**src/rtl/fprv_pkg.sv**
```systemverilog
// Shared types and constants for the periodogram and RMS velocity core.
// Holds the word structs, configuration codes, sequencer states and unit request types.
// No dependencies.
package fprv_pkg;

  localparam int unsigned MAX_FFT_SIZE_DEF = 4096;

  localparam int unsigned FFT_SIZE_W    = 13;
  localparam int unsigned SAMPLE_RATE_W = 12;
  localparam int unsigned CFG_DATA_W    = 13;
  localparam int unsigned CFG_INDEX_W   = 2;

  localparam logic [FFT_SIZE_W-1:0] FFT_SIZE_RESET = 13'd1024;
  localparam logic [30:0]           PI_Q29         = 31'd1686629713;

  typedef enum logic [CFG_INDEX_W-1:0] {
    REG_FFT_SIZE    = 2'd0,
    REG_SAMPLE_RATE = 2'd1
  } cfg_reg_t;

  typedef struct packed {
    logic signed [31:0] word_real;
    logic signed [31:0] word_imag;
  } in_word_t;

  typedef struct packed {
    logic [11:0] bin_number;
    logic [27:0] bin_frequency;
    logic [31:0] magnitude;
    logic [63:0] power_density;
    logic [31:0] rms_speed;
    logic        last;
  } out_word_t;

  typedef enum logic {
    OP_DIV,
    OP_SQRT
  } unit_op_t;

  typedef struct packed {
    logic        start;
    unit_op_t    op;
    logic [63:0] num;
    logic [63:0] den;
  } unit_req_t;

  typedef struct packed {
    logic        done;
    logic [63:0] result;
  } unit_resp_t;

  typedef enum logic [4:0] {
    ST_IDLE,
    ST_SQ_A,
    ST_SQ_B,
    ST_SQ_C,
    ST_TERM,
    ST_MAG,
    ST_NFS,
    ST_PSD,
    ST_FSO,
    ST_FREQ,
    ST_FREQ_DONE,
    ST_ROOT,
    ST_FSPI,
    ST_RMS,
    ST_RMS_DONE,
    ST_OUT,
    ST_WAIT
  } seq_state_t;

endpackage

```
**src/rtl/fprv_mul.sv**
```systemverilog
// Registered 32x32 unsigned multiplier shared by the sequencer.
// Product appears in the cycle after the operands.
// Depends on nothing.
module fprv_mul (
  input  logic        clk,
  input  logic [31:0] a,
  input  logic [31:0] b,
  output logic [63:0] p
);

  always_ff @(posedge clk) begin
    p <= a * b;
  end

endmodule

```
**src/rtl/fprv_divsqrt.sv**
```systemverilog
// Iterative shift-subtract unit: 64/64 restoring divide (64 steps) or
// 64-bit integer square root (32 steps), one step per cycle.
// Depends on fprv_pkg.
module fprv_divsqrt (
  input  logic                  clk,
  input  logic                  rst,
  input  fprv_pkg::unit_req_t   req,
  output fprv_pkg::unit_resp_t  resp
);
  import fprv_pkg::*;

  logic        busy;
  logic        done;
  logic [5:0]  cnt;
  unit_op_t    op;
  logic [65:0] acc;
  logic [63:0] rad;
  logic [63:0] res;
  logic [63:0] den;
  logic [65:0] acc_sh;
  logic [65:0] trial;
  logic        fit;

  always_comb begin
    if (op == OP_DIV) begin
      acc_sh = {acc[64:0], rad[63]};
      trial  = {2'b00, den};
    end else begin
      acc_sh = {acc[63:0], rad[63:62]};
      trial  = {res, 2'b01};
    end
    fit = (acc_sh >= trial);
  end

  always_ff @(posedge clk) begin
    if (rst) begin
      busy <= 1'b0;
      done <= 1'b0;
      cnt  <= '0;
    end else begin
      done <= busy && (cnt == 6'd0);
      if (req.start) begin
        busy <= 1'b1;
        cnt  <= (req.op == OP_DIV) ? 6'd63 : 6'd31;
      end else if (busy) begin
        if (cnt == 6'd0) begin
          busy <= 1'b0;
        end
        cnt <= cnt - 6'd1;
      end
    end
  end

  always_ff @(posedge clk) begin
    if (req.start) begin
      op  <= req.op;
      den <= req.den;
      rad <= req.num;
      acc <= '0;
      res <= '0;
    end else if (busy) begin
      acc <= fit ? (acc_sh - trial) : acc_sh;
      res <= {res[62:0], fit};
      rad <= (op == OP_DIV) ? {rad[62:0], 1'b0} : {rad[61:0], 2'b00};
    end
  end

  assign resp.done   = done;
  assign resp.result = res;

endmodule

```
**src/rtl/fft_psd_rms_velocity_core.sv**
```systemverilog
// Periodogram and RMS velocity core: one bin per word pair, Nyquist bin closes the frame.
// Each bin runs three 64-step divides and one 32-step root on the shared shift-subtract
// unit; the closing bin adds the RMS root and divide. Input is taken only while the
// sequencer is idle; one result may wait in the output register meanwhile.
// Synchronous reset: fft_size 1024, sample_rate 0, frame state cleared.
module fft_psd_rms_velocity_core #(
  parameter int unsigned MAX_FFT_SIZE = fprv_pkg::MAX_FFT_SIZE_DEF
) (
  input  logic                               clk,
  input  logic                               rst,
  input  logic                               cfg_en,
  input  logic [fprv_pkg::CFG_INDEX_W-1:0]   cfg_index,
  input  logic [fprv_pkg::CFG_DATA_W-1:0]    cfg_data,
  input  logic                               in_valid,
  output logic                               in_ready,
  input  fprv_pkg::in_word_t                 in_word,
  output logic                               out_valid,
  input  logic                               out_ready,
  output fprv_pkg::out_word_t                out_word
);
  import fprv_pkg::*;

  function automatic logic [31:0] abs32(input logic [31:0] w);
    abs32 = w[31] ? (~w + 32'd1) : w;
  endfunction

  function automatic logic [12:0] odd_of(input logic [11:0] k);
    odd_of = {k, 1'b0} - 13'd1;
  endfunction

  seq_state_t state;
  seq_state_t state_next;
  seq_state_t ret_state;

  logic [FFT_SIZE_W-1:0]    fft_size;
  logic [SAMPLE_RATE_W-1:0] sample_rate;
  logic [11:0]              pair_count;
  logic [31:0]              nyquist_word;
  logic [63:0]              velocity_sum;

  logic [12:0] n_eff;
  logic [11:0] pairs;
  logic        in_take;
  logic        active;
  logic        first;
  logic        ends;
  logic        load;
  logic [64:0] vsum_add;

  logic [63:0] s_val;
  logic [31:0] mag;
  logic [63:0] psd;
  logic [27:0] freq;
  logic [31:0] root;
  logic [31:0] rms;
  logic [11:0] k;
  logic [12:0] odd;
  logic [31:0] op_a;
  logic [31:0] op_b;
  logic        is_last;
  logic        nyq_pending;

  logic [31:0] mul_a;
  logic [31:0] mul_b;
  logic [63:0] mul_p;
  unit_req_t   req;
  unit_resp_t  resp;

  fprv_mul u_mul (
    .clk (clk),
    .a   (mul_a),
    .b   (mul_b),
    .p   (mul_p)
  );

  fprv_divsqrt u_divsqrt (
    .clk  (clk),
    .rst  (rst),
    .req  (req),
    .resp (resp)
  );

  always_comb begin
    n_eff = fft_size;
    if (fft_size < 13'd2) begin
      n_eff = 13'd2;
    end
    if (32'(fft_size) > MAX_FFT_SIZE) begin
      n_eff = 13'(MAX_FFT_SIZE);
    end
  end

  assign pairs    = n_eff[12:1];
  assign in_ready = (state == ST_IDLE);
  assign in_take  = in_valid && in_ready;
  assign active   = (sample_rate != '0);
  assign first    = (pair_count == 12'd0);
  assign ends     = (({1'b0, pair_count} + 13'd1) >= {1'b0, pairs});
  assign load     = (state == ST_OUT) && (!out_valid || out_ready);
  assign vsum_add = {1'b0, velocity_sum} + {1'b0, resp.result};

  always_comb begin
    state_next = state;
    case (state)
      ST_IDLE: begin
        if (in_take && active && !(first && !ends)) begin
          state_next = ST_SQ_A;
        end
      end
      ST_SQ_A:      state_next = ST_SQ_B;
      ST_SQ_B:      state_next = ST_SQ_C;
      ST_SQ_C:      state_next = ST_TERM;
      ST_TERM:      state_next = ST_WAIT;
      ST_MAG:       state_next = ST_WAIT;
      ST_NFS:       state_next = ST_PSD;
      ST_PSD:       state_next = ST_WAIT;
      ST_FSO:       state_next = ST_FREQ;
      ST_FREQ:      state_next = ST_WAIT;
      ST_FREQ_DONE: state_next = is_last ? ST_ROOT : ST_OUT;
      ST_ROOT:      state_next = ST_WAIT;
      ST_FSPI:      state_next = ST_RMS;
      ST_RMS:       state_next = ST_WAIT;
      ST_RMS_DONE:  state_next = ST_OUT;
      ST_OUT: begin
        if (load) begin
          state_next = (!is_last && nyq_pending) ? ST_SQ_A : ST_IDLE;
        end
      end
      ST_WAIT: begin
        if (resp.done) begin
          state_next = ret_state;
        end
      end
      default:      state_next = ST_IDLE;
    endcase
  end

  always_comb begin
    mul_a     = '0;
    mul_b     = '0;
    req.start = 1'b0;
    req.op    = OP_DIV;
    req.num   = '0;
    req.den   = '0;
    case (state)
      ST_SQ_A: begin
        mul_a = op_a;
        mul_b = op_a;
      end
      ST_SQ_B: begin
        mul_a = op_b;
        mul_b = op_b;
      end
      ST_SQ_C: begin
        mul_a = 32'(odd);
        mul_b = 32'(odd);
      end
      ST_TERM: begin
        req.start = 1'b1;
        req.num   = s_val;
        req.den   = mul_p;
      end
      ST_MAG: begin
        req.start = 1'b1;
        req.op    = OP_SQRT;
        req.num   = s_val;
      end
      ST_NFS: begin
        mul_a = 32'(n_eff);
        mul_b = 32'(sample_rate);
      end
      ST_PSD: begin
        req.start = 1'b1;
        req.num   = s_val;
        req.den   = mul_p;
      end
      ST_FSO: begin
        mul_a = 32'(sample_rate);
        mul_b = 32'(odd);
      end
      ST_FREQ: begin
        req.start = 1'b1;
        req.num   = {mul_p[48:0], 15'd0};
        req.den   = 64'(n_eff);
      end
      ST_ROOT: begin
        req.start = 1'b1;
        req.op    = OP_SQRT;
        req.num   = velocity_sum;
      end
      ST_FSPI: begin
        mul_a = 32'(sample_rate);
        mul_b = 32'(PI_Q29);
      end
      ST_RMS: begin
        req.start = 1'b1;
        req.num   = {3'd0, root, 29'd0};
        req.den   = mul_p;
      end
      default: begin
        mul_a = '0;
      end
    endcase
  end

  always_ff @(posedge clk) begin
    if (rst) begin
      state        <= ST_IDLE;
      out_valid    <= 1'b0;
      fft_size     <= FFT_SIZE_RESET;
      sample_rate  <= '0;
      pair_count   <= '0;
      nyquist_word <= '0;
      velocity_sum <= '0;
    end else begin
      state <= state_next;
      if (load) begin
        out_valid <= 1'b1;
      end else if (out_ready) begin
        out_valid <= 1'b0;
      end
      if (in_take && active) begin
        if (first) begin
          nyquist_word <= in_word.word_imag;
          velocity_sum <= '0;
        end
        pair_count <= ends ? 12'd0 : (pair_count + 12'd1);
      end
      if (state == ST_MAG) begin
        velocity_sum <= vsum_add[64] ? '1 : vsum_add[63:0];
      end
      if (cfg_en) begin
        if (cfg_index == REG_FFT_SIZE) begin
          fft_size   <= cfg_data;
          pair_count <= '0;
        end else if (cfg_index == REG_SAMPLE_RATE) begin
          sample_rate <= cfg_data[SAMPLE_RATE_W-1:0];
        end
      end
    end
  end

  always_ff @(posedge clk) begin
    case (state)
      ST_IDLE: begin
        if (in_take && active) begin
          nyq_pending <= ends;
          if (!first) begin
            k       <= pair_count;
            odd     <= odd_of(pair_count);
            op_a    <= abs32(in_word.word_real);
            op_b    <= abs32(in_word.word_imag);
            is_last <= 1'b0;
          end else begin
            k       <= pairs;
            odd     <= odd_of(pairs);
            op_a    <= '0;
            op_b    <= abs32(in_word.word_imag);
            is_last <= 1'b1;
          end
        end
      end
      ST_SQ_B:      s_val <= mul_p;
      ST_SQ_C:      s_val <= s_val + mul_p;
      ST_TERM:      ret_state <= ST_MAG;
      ST_MAG:       ret_state <= ST_NFS;
      ST_NFS:       mag <= resp.result[31:0];
      ST_PSD:       ret_state <= ST_FSO;
      ST_FSO:       psd <= resp.result;
      ST_FREQ:      ret_state <= ST_FREQ_DONE;
      ST_FREQ_DONE: freq <= resp.result[27:0];
      ST_ROOT:      ret_state <= ST_FSPI;
      ST_FSPI:      root <= resp.result[31:0];
      ST_RMS:       ret_state <= ST_RMS_DONE;
      ST_RMS_DONE:  rms <= (|resp.result[63:32]) ? '1 : resp.result[31:0];
      ST_OUT: begin
        if (load) begin
          out_word.bin_number    <= k;
          out_word.bin_frequency <= freq;
          out_word.magnitude     <= mag;
          out_word.power_density <= psd;
          out_word.rms_speed     <= is_last ? rms : 32'd0;
          out_word.last          <= is_last;
          if (!is_last && nyq_pending) begin
            k       <= pairs;
            odd     <= odd_of(pairs);
            op_a    <= '0;
            op_b    <= abs32(nyquist_word);
            is_last <= 1'b1;
          end
        end
      end
      default: begin
        s_val <= s_val;
      end
    endcase
  end

endmodule
```
**config.mk**
```make
export PLATFORM = sky130hd
export DESIGN_NAME = fft_psd_rms_velocity_core
export DESIGN_NICKNAME = d
export VERILOG_FILES = /design/src/rtl/fprv_pkg.sv /design/src/rtl/fprv_mul.sv /design/src/rtl/fprv_divsqrt.sv /design/src/rtl/fft_psd_rms_velocity_core.sv
export SDC_FILE = /design/constraint.sdc
export NUM_CORES = 2
export LEC_CHECK = 0
export BUFFER_PORTS_ARGS = -buffer_cell sky130_fd_sc_hd__buf_4
export CORE_MARGIN = 2
export CORE_UTILIZATION = 55
export CTS_CLUSTER_SIZE = 20
export DETAILED_ROUTE_END_ITERATION = 12
export GPL_TIMING_DRIVEN = 0
export PLACE_DENSITY = 0.76
export SLEW_MARGIN = 20
export SYNTH_ARGS = -nofsm -noshare
export SYNTH_HDL_FRONTEND = slang
export SYNTH_SLANG_ARGS = --single-unit
```
**constraint.sdc**
```tcl
create_clock -name clk -period 13.4 [get_ports clk]
set_input_delay 1.34 -clock clk [delete_from_list [all_inputs] [get_ports clk]]
set_output_delay 1.34 -clock clk [all_outputs]
set_load 0.01 [all_outputs]
```
==> Word-level counts from Yosys, hierarchy flattened <==
Cells that the tools add are included.
{ "totals": {"mem_count": 0, "regBits": 986, "latchBits": 0, "mem_bits_rw": 0, "word_cells": 181, "out_inout_bits": 171, "input_bits": 84, "romBits": 0} }
{ "op_classes": {"eq_ne": 22, "bitwise_logic": 4, "multipliers": 1, "muxes": 65, "n_reduce_logical": 39, "n_div": 0, "add_sub_neg": 11, "n_shift": 0, "magnitude_cmp": 4} }
{ "ops": {"columns": ["cell", "count"], "rows": [
  ["$mux 64", 7],
  ["$mux 32", 10],
  ["$pmux 32 s5", 2],
  ["$pmux 64 s2", 2],
  ["$pmux 64 s4", 1],
  ["$mux 66", 2],
  ["$pmux 32 s2", 2],
  ["$add 32x1->32 const B", 3],
  ["$mux 12", 8],
  ["$not 32->32", 3],
  ["$mux 13", 6],
  ["$ge 66x66->1", 1],
  ["$add 64x64->65", 1],
  ["$mux 65", 1],
  ["$sub 65x65->65", 1],
  ["$add 64x64->64", 1],
  ["$mul 32x32->64", 1],
  ["$pmux 5 s12", 1],
  ["$eq 5x4->1 const B", 8],
  ["$reduce_or 32->1", 1],
  ["$pmux 5 s6", 1],
  ["$pmux 13 s2", 1],
  ["$sub 13x1->13 const B", 2],
  ["$pmux 12 s2", 1],
  ["other kinds (35)", 79]
]} }

==> Logic depth before layout (Yosys ltp) <==
{ "logic_depth": {"ltp_word": 10, "ltp_mapped": 41, "ltp_nobuf": 35} }

==> Modules after synthesis <==
A second synthesis with hierarchy kept.
{ "unflattened": {"cells_unflattened": 8895, "hier_area_um2": 85938.7} }
{ "by_module_without_submodules": {"columns": ["module", "instances", "seq_area_each_um2", "cells_per_inst", "area_each_um2"], "rows": [
  ["fft_psd_rms_velocity_core", 1, 18247.5, 3411, 35039.9],
  ["fprv_mul", 1, 1281.2, 3797, 34824.6],
  ["fprv_divsqrt", 1, 6616.3, 1687, 16074.2]
]} }

==> Worst setup path before layout <==
Ideal clock, no wire load.
{ "synth_path": {"path_kind": "register to register", "from": "reg state[3]", "to": "reg u_mul.p[63]", "path_buffers": 6, "required_ns": 13.279, "period_less_slack_ns": 13.777, "arrival_time_ns": 13.657, "setup_ns": 0.121, "path_stages_with_launch": 37, "setup_slack_ns": -0.377, "cell_sequence": "dfxtp_1 > clkbuf_1 > nand2b_1 > or2_2 > clkbuf_1 > nor3_1 > or2_2 > clkbuf_1 > clkbuf_1 > nand2_1 > and3_1 > clkbuf_1 > nor2_1 > inv_1 > fa_1 > inv_1 > fa_1 > inv_1 > fa_1 > fa_1 > inv_1 > fa_1 > fa_1 > fa_1 > fa_1 > ha_1 > clkbuf_1 > nand4_1 > or4_1 > o21ai_1 > a211oi_1 > o31ai_1 > a221o_1 > a21oi_1 > o21ai_0 > a21oi_1 > xnor2_1"} }
{ "synth_between": {"elab_chain_cells": 4} }
{ "synth_lines": {"columns": ["item", "line_no", "source"], "rows": [
  ["start: declaration", "fft_psd_rms_velocity_core.sv:31", "seq_state_t state;"],
  ["start signal: assignment", "fft_psd_rms_velocity_core.sv:216", "state <= state_next;"],
  ["$eq 5x4->1 or $eq 5x2->1 (tied branches)", "fft_psd_rms_velocity_core.sv:145", "case (state)"],
  ["$reduce_or 2->1 (no source line)", null, null],
  ["$pmux 32 s5", "fft_psd_rms_velocity_core.sv:145", null],
  ["$mul 32x32->64 (*)", "fprv_mul.sv:12", "p <= a * b;"],
  ["end signal: assignment", "fprv_mul.sv:12", null],
  ["end: declaration", "fprv_mul.sv:8", "output logic [63:0] p"]
]} }
Every way passes the cells marked *; elsewhere a longest branch is shown, timed or not.
A chain may end at the register's enable or synchronous reset.

==> Worst setup path after layout <==
{ "layout_path": {"from": "reg state[3]", "to": "reg u_mul.p[61]"} }
The elaborated chain is that of the path after synthesis.

==> summary.txt <==
Status
  • Status: complete, no violations

Clock network
  • CTS sink count: slightly below 1,000
  • Maximum clock path buffer count: 3
  • Worst-Skew Late Latency: around 720 ps
  • CTS tree: built
  • Root buffer cell: clkbuf_16
  • TritonCTS buffer count: slightly above 100
  • Clk slew on worst S/H paths: ~70 ps
  • H-tree depth: 3

Logic synthesis
  • Register area share after synthesis: 0.315
  • Syn Inst Count: approximately 8,600
  • Syn Area/Cell: slightly below 10 µm²
  • Post-synthesis cell type count: 90
  • Syn nets: 10,000
  • Async SR Flop Fraction: 0
  • Ys flop type: edfxtp_1
  • EDFF count, synth: 644
  • Synthesized cell area: approximately 83,000 µm²
  • Register bit total from synthesis: 984
  • Synth warn: 0

Layout
  • Layout area overhead: 10.4%
  • Final net count: 10,400
  • Final instance area: slightly above 90,000 µm²
  • Post-Layout Cell Count: 11,100
  • Layout cells sized above 1: 0.0665

Drt
  • Total Routed Length: 293,000 µm
  • 1st-pass router iterations: 6
  • DR iter-0 viols: roughly 8,000
  • Vias per cell: 6.08
  • Avg WL per Cell: ~26 µm
  • Detail Route Antenna Nets: 0
  • DR vias: 67,500
  • Drt drc: 0

Floorplan
  • Die ar.: 154,000 µm²
  • I/O pins: between 200 and 300
  • Die X: just under 400 µm
  • Core box area: 150,000 µm²
  • Die height: around 400 µm
  • Floorplan row count: ~140
  • Initial Util: 0.554

Placed design
  • # port buffers: around 250
  • Setup slack at placement: approximately 530 ps
  • Detail Placement HPWL: 237,000 µm
  • Dpl cell area: between 80,000 and 90,000 µm²
  • DP Cell Count: between 10,000 and 15,000
  • GP Congestion: roughly 1.0

Worst setup path
  • Worst Path Max Fanout: 10
  • Bufs and invs on worst path: 8
  • Cell family with most CP delay: adder cells
  • Worst EP arrival: approximately 14,000 ps
  • Max stage delay on crit path: between 1000 and 1500 ps
  • Worst endpoint required time: roughly 14,000 ps
  • CP Capture Type: register
  • Type of origin of the critical path: register
  • Crit-path most repeated cell: fa_1
  • CP max stage cell: clkbuf_1
  • Setup Crit Path Kind: reg2reg

Timing
  • Setup repair after global routing missed its margin: no
  • Tmin final: between 10,000 and 15,000 ps
  • Clk_skew: between 60 and 70 ps
  • Max-slew violation count: 0
  • Fin crit share: 0.983
  • Fin. Hold Viols: 0
  • Setup TNS: 0 ps
  • Slew HR: 0.118
  • Worst-Margin Slew: about 1300 ps
  • Setup ws final: 226 ps
  • Max Clock Freq: 0.0759 GHz
  • # setup viols final: 0

GRT
  • Initial antenna violation count: 15
  • Total grt overflow: 0
  • First-pass GRT wire length: about 430,000 µm
  • Pin count of the biggest net entering global routing: 58
  • Vias in the first global route: roughly 67,000
  • GRT Resource Usage Total: 0.382

Power and ir drop
  • Leakage power: just over 40 nW
  • Pwr per Cell Area: a little over 200 nW/µm²
  • Max IR drop VDD: about 0.15 mV
  • Tot Pwr: 18.8 mW

Hold path
  • Hold crit path type: reg2reg

Flow run
  • Max Cap Viol: 0
## worst paths after layout
check	from	to	slack [ps]	cells past startpoint
worst max-delay path	state[3]	u_mul.p[61]	230	34
worst min-delay path	freq[2]	out_word[131]	370	0
worst max register to register	state[3]	u_mul.p[61]	230	34
worst min register to register	freq[2]	out_word[131]	370	0
## worst reg2reg max path, delay by kind of cell (launching register included)
kind            cells  cell delay [ps]
compound gates     10             3390
simple gates        6             1920
buf+inv             8             2830
flops               1              300
fa+ha+maj           9             4510
xor+xnor            1              150
## cell type report
class                           instances  area [µm²]
Fill cell                           12800       58200
Sequential cell                       984       26100
Buffer                                462        1790
Timing Repair Buffer                  291        2480
Multi-Input combinational cell       6021       51000
Inverter                             1119        4200
Clock inverter                         42         467
Antenna cell                            9        22.5
Tap cell                             2016        2520
Clock buffer                          151        2970
## timing repair
item | 4_1_cts | 5_1_grt
hold buffers | 0 | 0
buffers inserted | 0 | 0
resized for setup | 0 | 2
endpoints found under the setup margin | 0 | 2
## metrics by stage
stage / utilization / hold WS [ps]
after CTS: 0.611 / 364
after detailed placement: 0.588 / 405
after global placement: 0.583 / 402
final: 0.611 / 365
after global routing: 0.611 / 372
after floorplan: - / 400
## per-layer routing
layer / up-vias / wire [µm] / GRT usage / share of wire
met1: 33200 / 111000 / 0.480 / 0.38
met5: - / 106 / 0 / 0.00036
met3: 925 / 27200 / 0.0723 / 0.093
li1: 29600 / - / - / -
met4: 16 / 22600 / 0.246 / 0.077
met2: 3721 / 132000 / 0.605 / 0.45
## cells by family after synthesis
group                      after synthesis  share of synthesized area
and+or+nand+nor                       2339                      0.124
AOI/OAI and AO/OA                     1664                      0.127
buffers and inverters                 1583                     0.0719
adders and majority gates             1375                      0.289
DFF                                    984                      0.315
xor gates and xnor gates               359                     0.0379
muxes                                  284                     0.0353
## state kept, by name, indices dropped and copies added, names as in the netlist, 13 cells and up
signal / count
out_word: 169
u_divsqrt.acc: 65
psd: 64
s_val: 64
u_divsqrt.den: 64
u_divsqrt.rad: 64
u_divsqrt.res: 64
u_mul.p: 64
velocity_sum: 64
mag: 32
nyquist_word: 32
op_a: 32
op_b: 32
rms: 32
root: 32
freq: 28
fft_size: 13
## synthesized netlist by cell type, types with 42 or more instances
library cell  instances  area (µm²)
a21oi_1             493        2470
xor2_1              158        1380
buf_1                44         165
a21o_1              169        1270
inv_1              1111        4170
a211oi_1             88         661
or3_1                58         363
dfxtp_1             340        6810
o21bai_1             44         330
fa_1                899       18000
a31oi_1              45         282
nor3_1               53         265
edfxtp_1            644       19300
clkbuf_1            409        1540
nand3_1              69         345
mux2i_1             219        2190
and3_1               42         263
o31ai_1              47         353
o211ai_1             52         390
nor2b_1              51         319
nand2_1            1083        4070
a22oi_1             102         766
mux2_2               65         732
o21ai_0             393        1970
ha_1                476        5960
and2_1              106         663
xnor2_1             201        1760
nor2_1              651        2440
nand2b_1             48         300
nand4_1              68         425
## cells in the final DEF (no fill, tap or decap), drive strengths merged, types with 55 or more instances in the layout
| master | netlist | layout |
|---|---|---|
| buf | 54 | 344 |
| nand3 | 69 | 69 |
| o21ai | 402 | 402 |
| a21oi | 493 | 493 |
| nor3 | 55 | 55 |
| and2 | 107 | 107 |
| clkbuf | 410 | 559 |
| ha | 476 | 476 |
| xor2 | 158 | 158 |
| mux2 | 65 | 65 |
| nand2 | 1083 | 1083 |
| inv | 1115 | 1119 |
| edfxtp | 644 | 644 |
| nor2 | 652 | 652 |
| nand4 | 68 | 68 |
| a22oi | 102 | 102 |
| fa | 899 | 899 |
| a211oi | 88 | 88 |
| or3 | 59 | 59 |
| mux2i | 219 | 219 |
| dfxtp | 340 | 340 |
| xnor2 | 201 | 201 |
| a21o | 169 | 169 |
## power breakdown
part	switching (mW)	total, mW	internal [mW]	leakage, nW
sequential	0.454	4.35	3.90	8.71
clock	1.23	2.90	1.66	1.67
combinational	7.68	11.6	3.89	30.3
Note: power is estimated with default switching activity, not from simulation.
